$ cat src/design/lwphs_ram.sv
// generic single write port ram with registered read
`default_nettype none

module lwphs_ram #(
   parameter int WIDTH = 64,
   parameter int DEPTH = 64
) (
   input  wire logic                     clock,
   input  wire logic                     wr_en,
   input  wire logic [$clog2(DEPTH)-1:0] wr_addr,
   input  wire logic [WIDTH-1:0]         wr_data,
   input  wire logic                     rd_en,
   input  wire logic [$clog2(DEPTH)-1:0] rd_addr,
   output      logic [WIDTH-1:0]         rd_data
);

   logic [WIDTH-1:0] mem [DEPTH];

   always_ff @(posedge clock) begin
      if (wr_en) begin
         mem[wr_addr] <= wr_data;
      end
      if (rd_en) begin
         rd_data <= mem[rd_addr];
      end
   end

endmodule

`default_nettype wire

$ cat config.mk
export PLATFORM = sky130hd
export DESIGN_NAME = lwphs_ram
export DESIGN_NICKNAME = d
export VERILOG_FILES = /design/src/design/lwphs_ram.sv
export SDC_FILE = /design/constraint.sdc
export NUM_CORES = 2
export LEC_CHECK = 0
export BUFFER_PORTS_ARGS = -buffer_cell sky130_fd_sc_hd__buf_2
export CORE_MARGIN = 3
export CORE_UTILIZATION = 30
export CTS_CLUSTER_SIZE = 25
export DETAILED_ROUTE_END_ITERATION = 8
export GPL_TIMING_DRIVEN = 0
export HOLD_SLACK_MARGIN = 0.06
export PLACE_DENSITY_LB_ADDON = 0.12
export SKIP_LAST_GASP = 1
export SLEW_MARGIN = 10
export SYNTH_ARGS = -nofsm -noshare
export SYNTH_HDL_FRONTEND = slang
export SYNTH_SLANG_ARGS = --single-unit
$ cat constraint.sdc
create_clock -name clock -period 7.58 [get_ports clock]
set_clock_uncertainty 0.2 [all_clocks]
set_input_delay 1.137 -clock clock [delete_from_list [all_inputs] [get_ports clock]]
set_output_delay 1.137 -clock clock [all_outputs]
set_load 0.02 [all_outputs]
After elaboration in Yosys (flattened, before gate mapping)
Memories as Yosys holds them, arrays and structs flattened. A register that Yosys moved wholly into a read port is not among the register bits.
Cells that the tools add are included.
- $mul: 0
- add/subtract/negate cells: 0
- bitwise gates (word level): 0
- magnitude comparators: 0
- shift-type cells: 0
- muxes and demuxes: 2
- divide/modulo/power cells: 0
- reduce and logical (&&, ||, !) cells: 0
- equal/unequal tests: 0
- operators by type and width (operator ; number):
    1-bit 2-to-1 mux ; 2
- output and inout bits: 64
- RAM bits: 4096
- memories: 1
- bits of input ports: 79
- latch bits: 0
- memory bits (read-only): 0
- bits in registers: 0
- memory list (memory ; words ; width ; rd ports ; clocked after Yosys merged registers in ; write ports ; line ; source):
    mem ; 64 ; 64 ; 1 ; 1 ; 1 ; 17 ; logic [WIDTH-1:0] mem [DEPTH];

Longest topological paths before layout
- depth after elaboration: 2
- mapped depth: 9
- depth with buffers taken out: 5

Worst setup path after synthesis
No wires, ideal clock.
- path kind: input to register
- start point: input port wr_addr[3]
- end point: memory mem[48][0], enable pin
- stages: 4
- slack: 807 ps
- library setup time: 564 ps
- path buffers: 1
- data required time: 6816 ps
- arrival: 6009 ps
- cells stage by stage: clkbuf_1 -> nor2b_1 -> nand4b_1 -> nor3_1
- RTL lines (element ; line ; source):
    from (decl) ; 10 ; input wire logic [$clog2(DEPTH)-1:0] wr_addr,
    to (decl) ; 17 ;
No word-level cell before the write port.

==> impl.org <==
** Yosys
- Of all flip-flops after synthesis, the portion carrying an async set or reset was 0%.
- After synthesis, the netlist uses 32 different library cells.
- After technology mapping, the gate count stands at 6598.
- Total standard cell area after synthesis :: 157000 sq um
- Syn nets :: 6677
- After synthesis, the share of cell area in mux cells is 15.6%.
- By area, the combinational part of the netlist is dominated by multiplexers.
- Adder-cell share of the synthesized area :: 0%
- After Yosys synthesis, XOR and XNOR cells account for 0% of the synthesized area.
- Counting flops with a built-in enable in the synthesized netlist gives 4160.
- Among all flip-flop cells after synthesis, the most frequent one is sky130_fd_sc_hd__edfxtp_1.
- For this run, the number of Yosys warnings is 0.
- The share of the Yosys chip area taken by registers is 79.6%.
- Per-instance average area after synthesis :: 23.8 sq um
- Simple-Gate Fraction of Synth Area :: 1.23%
- After synthesis the netlist holds a flip-flop and latch count of 4160.
- Synth Area in Compound Gates :: 2.47%

** Critical path
- Measured in cells, the most critical reg-to-reg path has a length of 5.
- The worst register-to-register path begins at mem[62][59].
- Along the worst path, the maximum fanout reaches 10.
- STA puts the critical path data arrival time at 5.74 ns.
- Critical path startpoint category :: input pin
- The worst setup path is captured at a flop.
- Critical path class :: input pin to flop
- Critical path required time :: 8.01 ns
- Worst-case register-to-register setup slack :: 3.95 ns
- In this run the critical register-to-register path is captured at rd_data[59].

** Finish
- Most frequent standard cell in the layout excluding fill and tap cells :: sky130_fd_sc_hd__edfxtp_1
- Layout Nets :: 7541
- Sequential Area :: 125000 sq um
- Non-Filler Instances :: 14793
- Filler cell count :: 47880
- From synthesis to final layout, the design area changed by 18.9%.
- Leading cell types in the layout, fill and taps excluded :: sky130_fd_sc_hd__edfxtp_1 (4160), sky130_fd_sc_hd__mux4_2 (1024), sky130_fd_sc_hd__clkbuf_16 (465)
- In the final layout, the multi-input gates occupy 30800 sq um.
- The post-route netlist has 29.9% of its cells at a drive strength greater than 1.

** Timing
- Minimum period implied by the final worst setup slack :: 5.31 ns
- Setup violations remaining at the end of the flow were counted as 0.
- Timing would allow up to 0.188 GHz.
- The final-report max-slew violation count came to 1.
- Transition at the pin with the smallest max-transition slack :: 1.48 ns
- Of the available clock period, the critical path in the final layout requires 70.0%.
- The number of hold violations in the final report was 0.
- RSZ-0062 raised after global routing :: no
- Slew HR :: -0.258%
- After routing, the total negative slack on setup checks comes to 0 ns.
- Smallest setup slack after layout :: 2.27 ns

** Power and ir drop
- Net switching fraction of the power :: 22.3%
- Switching power :: 11.0 mW
- Register share of total power :: 51.8%
- Combinational share of power :: 5.5%
- Worst voltage drop across the vdd grid :: 0.184 mV
- Clock share of power :: 42.7%
- Cell internal power was estimated by the tool at 38.3 mW.
- Summing internal, switching and leakage power gives 49.4 mW.
- For this design the static power due to leakage is 57.5 nW.
- Power spread over the standard cell area amounts to 264 nW/um^2.

** Hold path
- Startpoint of the most critical hold path :: wr_data[50]
- Worst hold stages :: 1
- Hold WC Path Type :: input pin to flop
- Capture endpoint of the worst hold path :: mem[10][50]

** Place
- Routability-driven placement finished with a final weighted congestion of 0.767.
- Place WS :: 1.15 ns
- Count of input and output buffers :: 134
- Post-Place Cells :: 13944
- Detailed Place HPWL :: 348000 um

** Die
- Initial standard-cell utilization of the core :: 30.1%
- Boundary pin count :: 143
- Area of the core region :: 521000 sq um
- Number of cell rows :: 265
- The floorplan step set the die height to 729 um.
- Horizontal die dimension :: 729 um
- Die Footprint :: 532000 sq um

** Clock tree
- Resized Gates After CTS :: 0
- CTS built an H-tree with a depth of 5.
- Counting the buffers created by CTS gives 458.
- Counting every sink on the clock net gives 4160.
- The number of setup buffers added after CTS is 0.
- Post-CTS Hold Buffers :: 0
- The longest clock path from root to sink contains 4 buffers.
- Clock-pin transition on the worst setup and hold timing paths :: 0.06 ns
- CTS tree :: built
- For the worst-skew pair, the clock arrives at the later sink with an insertion delay of 1.02 ns.
- The tree is rooted in a sky130_fd_sc_hd__clkbuf_16.

** Routing
- After detailed routing, the average wire length per cell comes to 34.0 um.
- Post-route ant nets :: 0
- Number of search-and-repair iterations in the first detailed-routing pass :: 5
- Routed WL :: 503000 um
- Detailed routing inserted a total of 75233 vias.
- Starting DRC count in detailed routing :: 7999
- Avg Vias per Cell :: 5.09
- For this run, design rule violations remaining after detail routing come to 0.

** Global routing
- Global-route congestion overflow total :: 0
- The initial antenna violation count was 56.
- Entering global routing, the biggest net connects 65 pins.
- Global Route Usage Sum :: 18.6%
- The number of global-route vias before repair was 78153.
- The first global-routing pass estimated 681000 um of wire.

** Run status
- The final reports fail on capacitance limit, slew limit.
- The flow ran to the end, but the final reports show violations.

** Run
- The tool flagged a number of max-cap violations equal to 1.
worst max-delay path: stages:
cell	delay, ns
sky130_fd_sc_hd__buf_2	0.38
sky130_fd_sc_hd__buf_4	0.39
sky130_fd_sc_hd__buf_2	0.59
sky130_fd_sc_hd__buf_2	0.60
sky130_fd_sc_hd__buf_4	0.37
sky130_fd_sc_hd__mux2i_1	0.52
sky130_fd_sc_hd__nand2_1	0.10
sky130_fd_sc_hd__a41oi_1	1.17
sky130_fd_sc_hd__a211oi_1	0.39
state kept, by name, summed over array words and instances, names as in the netlist:
signal   cells
mem       4096
rd_data     64
cell usage after synthesis (11+ instances only):
library cell,n,area (sq um)
sky130_fd_sc_hd__buf_2,170,851
sky130_fd_sc_hd__nor2b_1,28,175
sky130_fd_sc_hd__clkbuf_1,140,526
sky130_fd_sc_hd__and3_1,64,400
sky130_fd_sc_hd__buf_1,20,75.1
sky130_fd_sc_hd__a22o_1,88,771
sky130_fd_sc_hd__mux2i_1,135,1350
sky130_fd_sc_hd__a2bb2oi_1,19,166
sky130_fd_sc_hd__nand2b_1,11,68.8
sky130_fd_sc_hd__edfxtp_1,4160,125000
sky130_fd_sc_hd__nand2_1,58,218
sky130_fd_sc_hd__o22ai_1,83,519
sky130_fd_sc_hd__nor2_1,112,420
sky130_fd_sc_hd__a211oi_1,63,473
sky130_fd_sc_hd__or3_1,29,181
sky130_fd_sc_hd__a31oi_1,18,113
sky130_fd_sc_hd__a22oi_1,168,1260
sky130_fd_sc_hd__nand3_1,45,225
sky130_fd_sc_hd__o221ai_1,38,333
sky130_fd_sc_hd__mux4_2,1024,23100
sky130_fd_sc_hd__buf_4,34,255
sky130_fd_sc_hd__or2_2,28,175
sky130_fd_sc_hd__a41oi_1,26,228
sky130_fd_sc_hd__inv_1,19,71.3
logic make-up after synthesis:
logic type | after synthesis
buffers and inverters | 389
DFF | 4160
muxes | 1159
and+or+nand+nor | 386
AOI/OAI and AO/OA | 504
layer usage:
layer | wire [um] | part of all wire [%] | track usage (%) | vias to the layer above
met5 | 27 | 0.0054 | 0 | -
met2 | 245000 | 49 | 31.2 | 2270
met4 | 13000 | 2.6 | 4.46 | 4
met3 | 23300 | 4.6 | 2.15 | 550
met1 | 221000 | 44 | 26.1 | 42005
li1 | - | - | - | 30404
through the flow:
| stage | hold slack, ns | util [%] | instance area, sq um |
|---|---|---|---|
| finish | 0.221 | 35.8 | 187000 |
| global route | 0.165 | 35.8 | 187000 |
| CTS | 0.107 | 35.8 | 186000 |
| detailed placement | 0.804 | 33.1 | 172000 |
| global placement | 0.818 | 31.9 | 166000 |
| floorplan | 0.665 | - | 157000 |
worst max-delay path by stage:
stage,from,endpoint,slack [ns],depth (start not counted)
after floorplan,wr_addr[3],mem[48][0],0.81,4
final,rd_addr[2],rd_data[58],2.27,9
after detailed placement,rd_addr[2],rd_data[6],1.15,9
after global routing,rd_addr[2],rd_data[59],2.39,9
after global placement,wr_addr[3],mem[49][36],-6.81,4
after CTS,rd_addr[2],rd_data[6],2.29,9
cell type report:
class                           count  area share, %
Antenna cell                       12         0.0161
Inverter                           19         0.0382
Clock inverter                    249           1.04
Sequential cell                  4160           66.9
Buffer                            370          0.957
Timing Repair Buffer              404           3.38
Clock buffer                      588           6.48
Tap cell                         6942           4.65
Multi-Input combinational cell   2049           16.5
power groups by stage:
stage / logic, mW / registers, mW / clock network, mW
after floorplan: 1.19 / 26.1 / 0
after global placement: 2.64 / 26.1 / 0
after detailed placement: 2.76 / 26.1 / 0
after CTS: 2.76 / 25.6 / 21.7
after global routing: 2.85 / 25.6 / 22.6
final: 2.69 / 25.6 / 21.1
Note: power is estimated with default switching activity, not from simulation.
