File: config.mk
export PLATFORM = sky130hd
export DESIGN_NAME = lwphs_walker
export DESIGN_NICKNAME = d
export VERILOG_FILES = /design/src/design/lwphs_pkg.sv /design/src/design/lwphs_walker.sv
export SDC_FILE = /design/constraint.sdc
export NUM_CORES = 1
export LEC_CHECK = 0
export BUFFER_PORTS_ARGS = -buffer_cell sky130_fd_sc_hd__clkbuf_2
export CAP_MARGIN = 10
export CELL_PAD_IN_SITES_DETAIL_PLACEMENT = 1
export CELL_PAD_IN_SITES_GLOBAL_PLACEMENT = 2
export CORE_ASPECT_RATIO = 0.75
export CORE_MARGIN = 3
export CORE_UTILIZATION = 41
export CTS_CLUSTER_SIZE = 30
export DETAILED_ROUTE_END_ITERATION = 7
export GPL_TIMING_DRIVEN = 0
export MAX_ROUTING_LAYER = met4
export PLACE_DENSITY_LB_ADDON = 0.1
export SYNTH_ARGS = -nofsm -noshare
export SYNTH_HDL_FRONTEND = slang
export SYNTH_SLANG_ARGS = --single-unit
export TNS_END_PERCENT = 20
File: constraint.sdc
create_clock -name clock -period 13.62 [get_ports clock]
set_clock_uncertainty 0.05 [all_clocks]
set_input_delay 1.362 -clock clock [delete_from_list [all_inputs] [get_ports clock]]
set_output_delay 1.362 -clock clock [all_outputs]
set_load 0.05 [all_outputs]
File: src/design/lwphs_pkg.sv
// shared types and constants for the line walk pixel hit search block
`default_nettype none

package lwphs_pkg;

   localparam int MAX_SIDE_DEFAULT = 64;
   localparam int COORD_W          = 12;
   localparam int DELTA_W          = 12;
   localparam int ERR_W            = 15;
   localparam int DIM_W            = 7;
   localparam int HIT_W            = 6;
   localparam int CSR_INDEX_W      = 2;
   localparam int LIM_W            = COORD_W - 1;

   localparam logic [CSR_INDEX_W-1:0] CSR_IMAGE_WIDTH  = CSR_INDEX_W'(0);
   localparam logic [CSR_INDEX_W-1:0] CSR_IMAGE_HEIGHT = CSR_INDEX_W'(1);

   localparam logic [DIM_W-1:0] DIM_RESET = DIM_W'(64);

   localparam logic OP_WRITE = 1'b0;
   localparam logic OP_TRACE = 1'b1;

   typedef struct packed {
      logic                      opcode;
      logic signed [COORD_W-1:0] start_x;
      logic signed [COORD_W-1:0] start_y;
      logic signed [COORD_W-1:0] end_x;
      logic signed [COORD_W-1:0] end_y;
      logic                      stop_on_opaque;
      logic                      pixel_opaque;
   } req_type;

   typedef struct packed {
      logic             found;
      logic [HIT_W-1:0] hit_x;
      logic [HIT_W-1:0] hit_y;
   } rsp_type;

   typedef struct packed {
      logic signed [COORD_W-1:0] x;
      logic signed [COORD_W-1:0] y;
      logic                      last;
   } walk_pos_type;

endpackage

`default_nettype wire

File: src/design/lwphs_walker.sv
// bresenham step unit holding the current point of a trace
`default_nettype none

module lwphs_walker (
   input  wire logic                  clock,
   input  wire logic                  load,
   input  wire logic                  advance,
   input  wire lwphs_pkg::req_type    req,
   output      lwphs_pkg::walk_pos_type pos
);

   import lwphs_pkg::*;

   logic signed [COORD_W-1:0] x_ff, x_in, y_ff, y_in;
   logic signed [COORD_W-1:0] ex_ff, ey_ff;
   logic        [DELTA_W-1:0] dx_ff, dy_ff;
   logic signed [ERR_W-1:0]   err_ff, err_in;
   logic                      x_neg_ff, y_neg_ff;

   logic signed [COORD_W:0]   diff_x, diff_y;
   logic        [DELTA_W-1:0] dx_load, dy_load;
   logic signed [ERR_W:0]     e2, dx_ext, dy_ext;
   logic                      step_x, step_y;

   always_comb begin
      diff_x  = {req.end_x[COORD_W-1], req.end_x} - {req.start_x[COORD_W-1], req.start_x};
      diff_y  = {req.end_y[COORD_W-1], req.end_y} - {req.start_y[COORD_W-1], req.start_y};
      dx_load = diff_x[COORD_W] ? DELTA_W'(-diff_x) : diff_x[DELTA_W-1:0];
      dy_load = diff_y[COORD_W] ? DELTA_W'(-diff_y) : diff_y[DELTA_W-1:0];

      e2     = {err_ff, 1'b0};
      dx_ext = $signed({{(ERR_W+1-DELTA_W){1'b0}}, dx_ff});
      dy_ext = $signed({{(ERR_W+1-DELTA_W){1'b0}}, dy_ff});
      step_x = e2 > -dy_ext;
      step_y = e2 < dx_ext;

      x_in   = x_ff;
      y_in   = y_ff;
      err_in = err_ff;
      if (load) begin
         x_in   = req.start_x;
         y_in   = req.start_y;
         err_in = $signed(ERR_W'(dx_load)) - $signed(ERR_W'(dy_load));
      end else if (advance) begin
         err_in = ERR_W'(err_ff - (step_x ? dy_ext : '0) + (step_y ? dx_ext : '0));
         if (step_x) begin
            x_in = x_neg_ff ? x_ff - COORD_W'(1) : x_ff + COORD_W'(1);
         end
         if (step_y) begin
            y_in = y_neg_ff ? y_ff - COORD_W'(1) : y_ff + COORD_W'(1);
         end
      end
   end

   always_ff @(posedge clock) begin
      x_ff   <= x_in;
      y_ff   <= y_in;
      err_ff <= err_in;
      if (load) begin
         ex_ff    <= req.end_x;
         ey_ff    <= req.end_y;
         dx_ff    <= dx_load;
         dy_ff    <= dy_load;
         x_neg_ff <= !(req.start_x < req.end_x);
         y_neg_ff <= !(req.start_y < req.end_y);
      end
   end

   assign pos.x    = x_ff;
   assign pos.y    = y_ff;
   assign pos.last = (x_ff == ex_ff) && (y_ff == ey_ff);

endmodule

`default_nettype wire

Word-level counts from Yosys, hierarchy flattened
Cells that the tools add are included.
{"block": "op_classes", "n_lt_le_gt_ge": 4, "n_addsub": 12, "mux": 14, "n_eq_ne": 2, "reduce_logical": 8}
{"op": "12-bit 2-to-1 mux", "n": 12}
{"op": "12-bit by 12-bit subtractor with 13-bit output", "n": 3}
{"op": "15-bit 2-to-1 mux", "n": 2}
{"op": "12-bit by 2-bit adder with 12-bit output, second input constant", "n": 2}
{"op": "12-bit == test", "n": 2}
{"op": "12-bit < comparator", "n": 2}
{"op": "12-bit negation", "n": 2}
{"op": "12-bit by 2-bit subtractor with 12-bit output, second input constant", "n": 2}
{"op": "16-bit greater-than comparator", "n": 1}
{"op": "16-bit by 13-bit < comparator with 1-bit output", "n": 1}
{"op": "12-bit negation with 16-bit output", "n": 1}
{"op": "15-bit by 12-bit adder with 15-bit output", "n": 1}
{"op": "15-bit by 12-bit subtractor with 15-bit output", "n": 1}
{"op": "2-bit nonzero test", "n": 3}
{"op": "2-bit AND reduction", "n": 2}
{"op": "1-bit logical NOT", "n": 2}
{"op": "1-bit logical AND", "n": 1}
{"block": "totals", "inputBits": 54, "reg_bits": 89}

Longest topological paths before layout
Gate-level depths: netlist of the first run.
{"block": "depth", "depth_word": 7, "depth_mapped": 27, "mapped_depth_nobuf": 26}

Least setup slack after synthesis of the first run
OpenSTA, ideal clock, no wires.
{"block": "synth_path", "path_type": "register to register", "startpoint": "reg dy_ff[3]", "endpoint": "reg err_ff[12], data pin", "arrival_time_ns": 5.248, "n_path_buf": 1, "t_required_ns": 13.302, "path_slack_ns": 8.054, "stages_incl_launch_ff": 26, "cell_sequence": "edfxtp_1 nor4_1 nand2_1 nor4_1 xor2_1 ha_1 a21o_1 a21o_1 a21oi_1 nor2_1 a211oi_1 mux2i_1 nor2_1 clkbuf_1 and2_1 fa_1 inv_1 ha_1 nor2b_1 o21a_1 o21ai_0 a21oi_1 a41o_1 o41ai_1 xor2_1 o21ai_0"}
{"block": "synth_via", "elab_chain_cells": 7}
{"element": "start, declared", "line": "lwphs_walker.sv:16", "rtl": "logic [DELTA_W-1:0] dx_ff, dy_ff;"}
{"element": "start signal, assigned", "line": "lwphs_walker.sv:63", "rtl": "dy_ff <= dy_load;"}
{"element": "12-bit negation with 16-bit output", "line": "lwphs_walker.sv:34", "rtl": "step_x = e2 > -dy_ext;"}
{"element": "16-bit greater-than comparator", "line": "lwphs_walker.sv:34"}
{"element": "12-bit 2-to-1 mux *", "line": "lwphs_walker.sv:45", "rtl": "err_in = ERR_W'(err_ff - (step_x ? dy_ext : '0) + (step_y ? dx_ext : '0));"}
{"element": "15-bit by 12-bit subtractor with 15-bit output *", "line": "lwphs_walker.sv:45"}
{"element": "15-bit by 12-bit adder with 15-bit output *", "line": "lwphs_walker.sv:45"}
{"element": "15-bit 2-to-1 mux *", "line": "lwphs_walker.sv:44", "rtl": "end else if (advance) begin"}
{"element": "15-bit 2-to-1 mux *", "line": "lwphs_walker.sv:40", "rtl": "if (load) begin"}
{"element": "named net err_in[12]", "line": "lwphs_walker.sv:17", "rtl": "logic signed [ERR_W-1:0] err_ff, err_in;"}
{"element": "end signal, assigned", "line": "lwphs_walker.sv:58", "rtl": "err_ff <= err_in;"}
{"element": "end, declared", "line": "lwphs_walker.sv:17"}
The timed path passes the listed nets; every way through them passes the cells marked *. The select of a mux whose other input is x is not followed.
A chain may end at the register's enable or synchronous reset.

Final worst setup path of the first run
Ends and elaborated chain as after synthesis.

==> results of run 1 <==
-- layout by cell type (no fill, tap or decap), types with 6 or more instances in the layout --
cell,n
a21o_1,23
a21oi_1,53
a31oi_1,19
and2_1,12
and3_1,8
clkbuf_1,28
clkbuf_16,9
clkbuf_2,75
edfxtp_1,89
fa_1,17
ha_1,102
inv_1,120
mux2i_1,7
nand2_1,62
nand2b_1,6
nand3_1,17
nand4_1,10
nor2_1,73
nor2b_1,13
nor3_1,39
nor4_1,14
o2111ai_1,13
o21a_1,17
o21ai_0,42
o21bai_1,11
o311a_1,12
o31ai_1,9
or2_2,8
or3_1,6
xnor2_1,48
xor2_1,59
-- how the worst max path moves through the flow --
stage / to / slack (ns) / cells after the start
floorplan: err_ff[12]$_DFFE_PP_ / 8.05 / 25
global placement: err_ff[12]$_DFFE_PP_ / 7.03 / 25
detailed placement: err_ff[12]$_DFFE_PP_ / 7.06 / 25
CTS: err_ff[12]$_DFFE_PP_ / 7.04 / 25
global route: err_ff[12]$_DFFE_PP_ / 6.47 / 25
finish: err_ff[12]$_DFFE_PP_ / 7.05 / 25
-- power by group through the flow --
stage          sequential [mW]  clock [mW]  combinational [mW]
2_1_floorplan            0.600           0                1.31
3_3_place_gp             0.541           0                1.83
3_5_place_dp             0.543           0                1.85
4_1_cts                  0.537       0.274                1.87
5_1_grt                  0.548       0.283                2.10
6_report                 0.538       0.270                1.88
-- through the flow --
stage                     setup slack, ns  total power [mW]  std cells
final                                7.05              2.69       1381
after global routing                 6.47              2.94       1381
after CTS                            7.04              2.68       1381
after detailed placement             7.06              2.40       1365
after global placement               7.03              2.37       1364
after floorplan                      8.05              1.91       1001
-- layer usage --
metal	share of wire [%]	vias to the layer above
li1	-	3770
met1	52	3763
met2	41	193
met3	6.0	16
met4	0.70	0
met5	0	-
-- area by class of cell --
cell class / instances / share of cell area (%)
Clock inverter: 6 / 0.821
Clock buffer: 10 / 2.28
Tap cell: 288 / 3.58
Sequential cell: 89 / 26.6
Multi-Input combinational cell: 763 / 57.2
Inverter: 120 / 4.48
Timing Repair Buffer: 76 / 3.93
Buffer: 29 / 1.19
-- kinds of logic after synthesis --
kind of cell    synth area share [%]
simple gates                    16.0
compound gates                  18.3
buf+inv                         6.34
fa+ha+maj                       18.0
xor+xnor                        10.4
flops                           29.7
mux                             1.28
-- registers in the layout (all words and copies together), names as in the netlist --
name	count
dx_ff	12
dy_ff	12
err_ff	15
ex_ff	12
ey_ff	12
x_ff	12
x_neg_ff	1
y_ff	12
y_neg_ff	1
-- critical path, cell delays in order (launching register included) --
cell and delay [ns]:
edfxtp_1 0.48, nor4_1 0.37, nand2_1 0.23, nor4_1 0.27, xor2_1 0.20, ha_1 0.27, a21o_1 0.19, a21o_1 0.17
a21oi_1 0.14, nor2_1 0.06, a211oi_1 0.26, mux2i_1 0.39, nor2_1 0.16, clkbuf_1 0.25, and2_1 0.24, fa_1 0.50
inv_1 0.04, ha_1 0.32, nor2b_1 0.14, o21a_1 0.18, o21ai_0 0.33, a21oi_1 0.17, a41o_1 0.31, o41ai_1 0.35
xor2_1 0.17, o21ai_0 0.08
==> results.md, run 1 <==
* Status: finished, final reports clean
* Sequential Power Share at 20.0%
* Worst VDD drop at 0.145 mV
* Die X at 177 um
* GRT overflow at 0
* Synth-to-Final Area Change at 11.9%
* Synthesized area at 8990 sq um
* Final Setup Violations at 0
* Synth cell types at 63
* CP Launch Type: flop
* Sw Share at 50.3%
* Synth Instances at 1001
* Reg2Reg Setup Slack at 7.05 ns
* Setup crit start: dy_ff[3]$_DFFE_PP_
* Hold path start: x_ff[0]$_DFFE_PP_
* #FFs+latches synth at 89
* RSZ-0062 raised after global routing: no
* Number of fill cells at 2581
* Register Area at 2670 sq um
* Slew Viols, Final at 0
* CTS H-Tree Depth at 3
* Post-CTS setup buffers at 0
* Maximum fanout along the worst path at 10
* Main flop type after synthesis: edfxtp_1
* DP HPWL at 23200 um
* Worst reg2reg startpoint: dy_ff[3]$_DFFE_PP_
* Max Cap Viol at 0
* Hold Worst Slack at 0.665 ns
* FF-to-FF End: err_ff[12]$_DFFE_PP_
* Final period utilization at 48.2%
* Leak at 4.46 nW
* Vias in the first global route at 7636
* Global route hottest layer: met1
* Setup CP Type: reg -> reg
* Clock power share at 10.1%
* First-pass GRT wire length at 43700 um
* Mean post-synth cell area at 8.99 sq um
* # nets final at 1261
* Post-CTS Hold Fix Bufs at 0
* Die Area at 23800 sq um
* Drt pass-1 iters at 6
* Clock Path Buffers at 2
* I/O Pins at 79
* Top cells by area, synth: edfxtp_1, ha_1, xor2_1
* Ant. Diodes at 0
* Placed cell area at 9750 sq um
* Worst slew pin tran at 0.976 ns
* WHS Path Cells at 1
* Routed length per instance at 20.3 um
* Later-pin clock latency in the skew report at 0.35 ns
* Placer Congestion at 0.865
* CTS sink count at 89
* Comb power frac at 69.9%
* Top post-synthesis cells by count: inv_1, ha_1, edfxtp_1
* Initial Util at 42.1%
* Root buf cell: clkbuf_16
* Port Buffers at 75
* Final Hold Vio Count at 0
* CTS buffer count at 9
* Global Route Usage Sum at 24.6%
* CP endpoint kind: flop
* Met1 usage at 37.6%
* WL final at 28000 um
* Power Dens Cells at 267 nW/um^2
* Mapped Nets at 1174
* Resized cells post-CTS at 0
* Num rows at 46
* Slew margin rel. at 34.7%
* Critical path data required time at 13.65 ns
* Footprint of the multi-input gates at 5750 sq um
* EDFF count, synth at 89
* Top cell type's share of synthesized area at 29.7%
* Min Tclk post-route at 6.57 ns
* CP arrival at 6.60 ns
* Largest net degree at the start of global routing at 31
* Routing usage on met3 at 3.71%
* Post-synthesis sequential area ratio at 29.7%
* Count leader, synth: inv_1
* CTS tree: yes
* Design Area, Final at 10100 sq um
* Total core area at 21400 sq um
* Switching power at 1.35 mW
* Core Util, Final at 47.1%
* Internal at 1.34 mW
* Number of DRC markers in iteration 0 at 559
* Hold Crit Class: reg -> reg
* Setup Total Neg Slack at 0 ns
* Reg clk slew, reported paths at 0.07 ns
* Worst R2R Path Depth at 25
* FFs w/ async S/R, synth at 0%
* Antenna violations before repair at 0
* WHS Endpoint: x_ff[0]$_DFFE_PP_
* Met2 Usage GRT at 34.9%
* Dominant cell type by area after synthesis: edfxtp_1
* Highest attainable clock frequency at 152 MHz
* Vias/cell at 5.61
* Layout cells sized above 1 at 10.2%
* Detail Route Antenna Nets at 0
* Synth warnings at 0
* Routed vias at 7742
* # DRC at 0
* Die H at 134 um
Note: power is estimated with default switching activity, not from simulation.
==> run 2: changes to the inputs <==
CORE_UTILIZATION = 38   (was 41)
clock period = 6.7 ns   (was 13.62 ns; I/O delays follow)
==> results.md, run 2 (synthesized netlist as in run 1, its figures left out) <==
* Vias/cell at 5.45
* Setup Total Neg Slack at 0 ns
* CP Launch Type: flop
* CTS buffer count at 9
* Max Cap Viol at 0
* CTS sink count at 89
* Highest attainable clock frequency at 159 MHz
* Root buf cell: clkbuf_16
* Hold Crit Class: in -> reg
* Initial Util at 38.9%
* Drt pass-1 iters at 5
* Final Setup Violations at 0
* Leak at 4.47 nW
* CP arrival at 6.30 ns
* Most common cell after layout, fill and taps aside: inv_1
* WL final at 28800 um
* Worst VDD drop at 0.232 mV
* Biggest register: err_ff
* Layout cells sized above 1 at 10.6%
* Setup CP Type: reg -> reg
* GRT overflow at 0
* Routed vias at 7582
* Num rows at 48
* CTS tree: yes
* Global Route Usage Sum at 23.8%
* Final Hold Vio Count at 0
* Worst Path Buf+Inv at 2
* CTS H-Tree Depth at 3
* Routing usage on met3 at 3.40%
* Ant. Diodes at 0
* Critical Path Max Stage Delay at 0.50 ns
* I/O Pins at 79
* Post-CTS setup buffers at 0
* Min Tclk post-route at 6.27 ns
* Global route hottest layer: met1
* Status: finished, final reports clean
* Slew margin rel. at 27.8%
* Dpl cells at 1376
* Design Area, Final at 10100 sq um
* # DRC at 0
* Largest net degree at the start of global routing at 54
* Maximum fanout along the worst path at 10
* Number of DRC markers in iteration 0 at 513
* Routed length per instance at 20.7 um
* First-pass GRT wire length at 45500 um
* Clock Path Buffers at 2
* CP endpoint kind: flop
* Met2 Usage GRT at 33.9%
* Synth-to-Final Area Change at 12.3%
* Detail Route Antenna Nets at 0
* Most frequent cells in the layout: inv_1, ha_1, edfxtp_1, clkbuf_2, nor2_1
* Worst slew pin tran at 1.08 ns
* Slew Viols, Final at 0
* Vias in the first global route at 7819
* Die Area at 25600 sq um
* Later-pin clock latency in the skew report at 0.37 ns
* Antenna violations before repair at 2
* Die X at 184 um
* Total core area at 23100 sq um
* Power Dens Cells at 549 nW/um^2
* # nets final at 1260
* Non-filler instance count after layout at 1392
* Final period utilization at 93.6%
* Placer Congestion at 0.845
* Reg clk slew, reported paths at 0.07 ns
* Port Buffers at 75
* Max FFs per register at 15
* Placed cell area at 9750 sq um
* Critical path data required time at 6.73 ns
* Met1 usage at 36.3%
* DP HPWL at 23500 um
* Slowest-stage cell, CP: fa_1
* RSZ-0062 raised after global routing: no
* Die H at 139 um
* Cell family with most CP delay: compound AO/OA/AOI/OAI gates
[run 2: cell types whose count changed in the layout (fill, tap and decap cells not counted), sizes merged]
cell,delta
bufinv,+1
clkinvlp,-2
clkinv,+2
buf,-1
clkbuf,-1
[run 2: metal layers]
layer  up-vias  wire length [um]
li1       3769                 -
met1      3686             15800
met2       111             11900
met3        16               910
met4         0               243
met5         -                 0
[run 2: path summary, 6_finish.rpt]
check	startpoint	end	slack, ns	depth (start not counted)
worst max-delay path	dy_ff[5]$_DFFE_PP_	err_ff[12]$_DFFE_PP_	0.43	25
worst min-delay path	req[2]	ey_ff[0]$_DFFE_PP_	0.45	1
worst max register to register	dy_ff[5]$_DFFE_PP_	err_ff[12]$_DFFE_PP_	0.43	25
worst min register to register	x_ff[0]$_DFFE_PP_	x_ff[0]$_DFFE_PP_	0.70	1
[run 2: worst reg2reg max path, delay by kind of cell, from the launching register on]
family	cells	cell delay (ns)
compound gates	10	2.01
xor+xnor	2	0.37
fa+ha+maj	3	1.09
buf+inv	2	0.26
flops	1	0.48
mux	1	0.35
simple gates	7	1.40
[run 2: through the flow]
stage	util (%)	hold WS, ns	setup slack, ns	power [mW]
floorplan	-	0.661	1.13	3.88
global placement	42.1	0.693	0.263	4.82
detailed placement	42.2	0.694	0.168	4.88
CTS	43.6	0.433	0.131	5.52
global route	43.7	0.438	0.0413	6.08
finish	43.7	0.449	0.430	5.54
[run 2: final cells by class]
type | instances | area, sq um
multi-input combinational | 763 | 5770
tap | 300 | 375
inverter | 120 | 450
clock buffer | 9 | 225
timing repair buffer | 75 | 378
clock inverter | 7 | 109
fill | 2703 | 13000
sequential | 89 | 2670
buffer | 29 | 120
[run 2: timing repair]
item                       4_1_cts  5_1_grt
hold buffers                     0        0
setup endpoints to repair        0        6
gates resized for setup          0        4
[run 2: report_power, final]
group          leakage, nW  switching (mW)  total, mW  internal, mW
sequential           0.884           0.209       1.10         0.889
clock                0.167           0.240      0.601         0.362
combinational         3.42            2.32       3.84          1.52
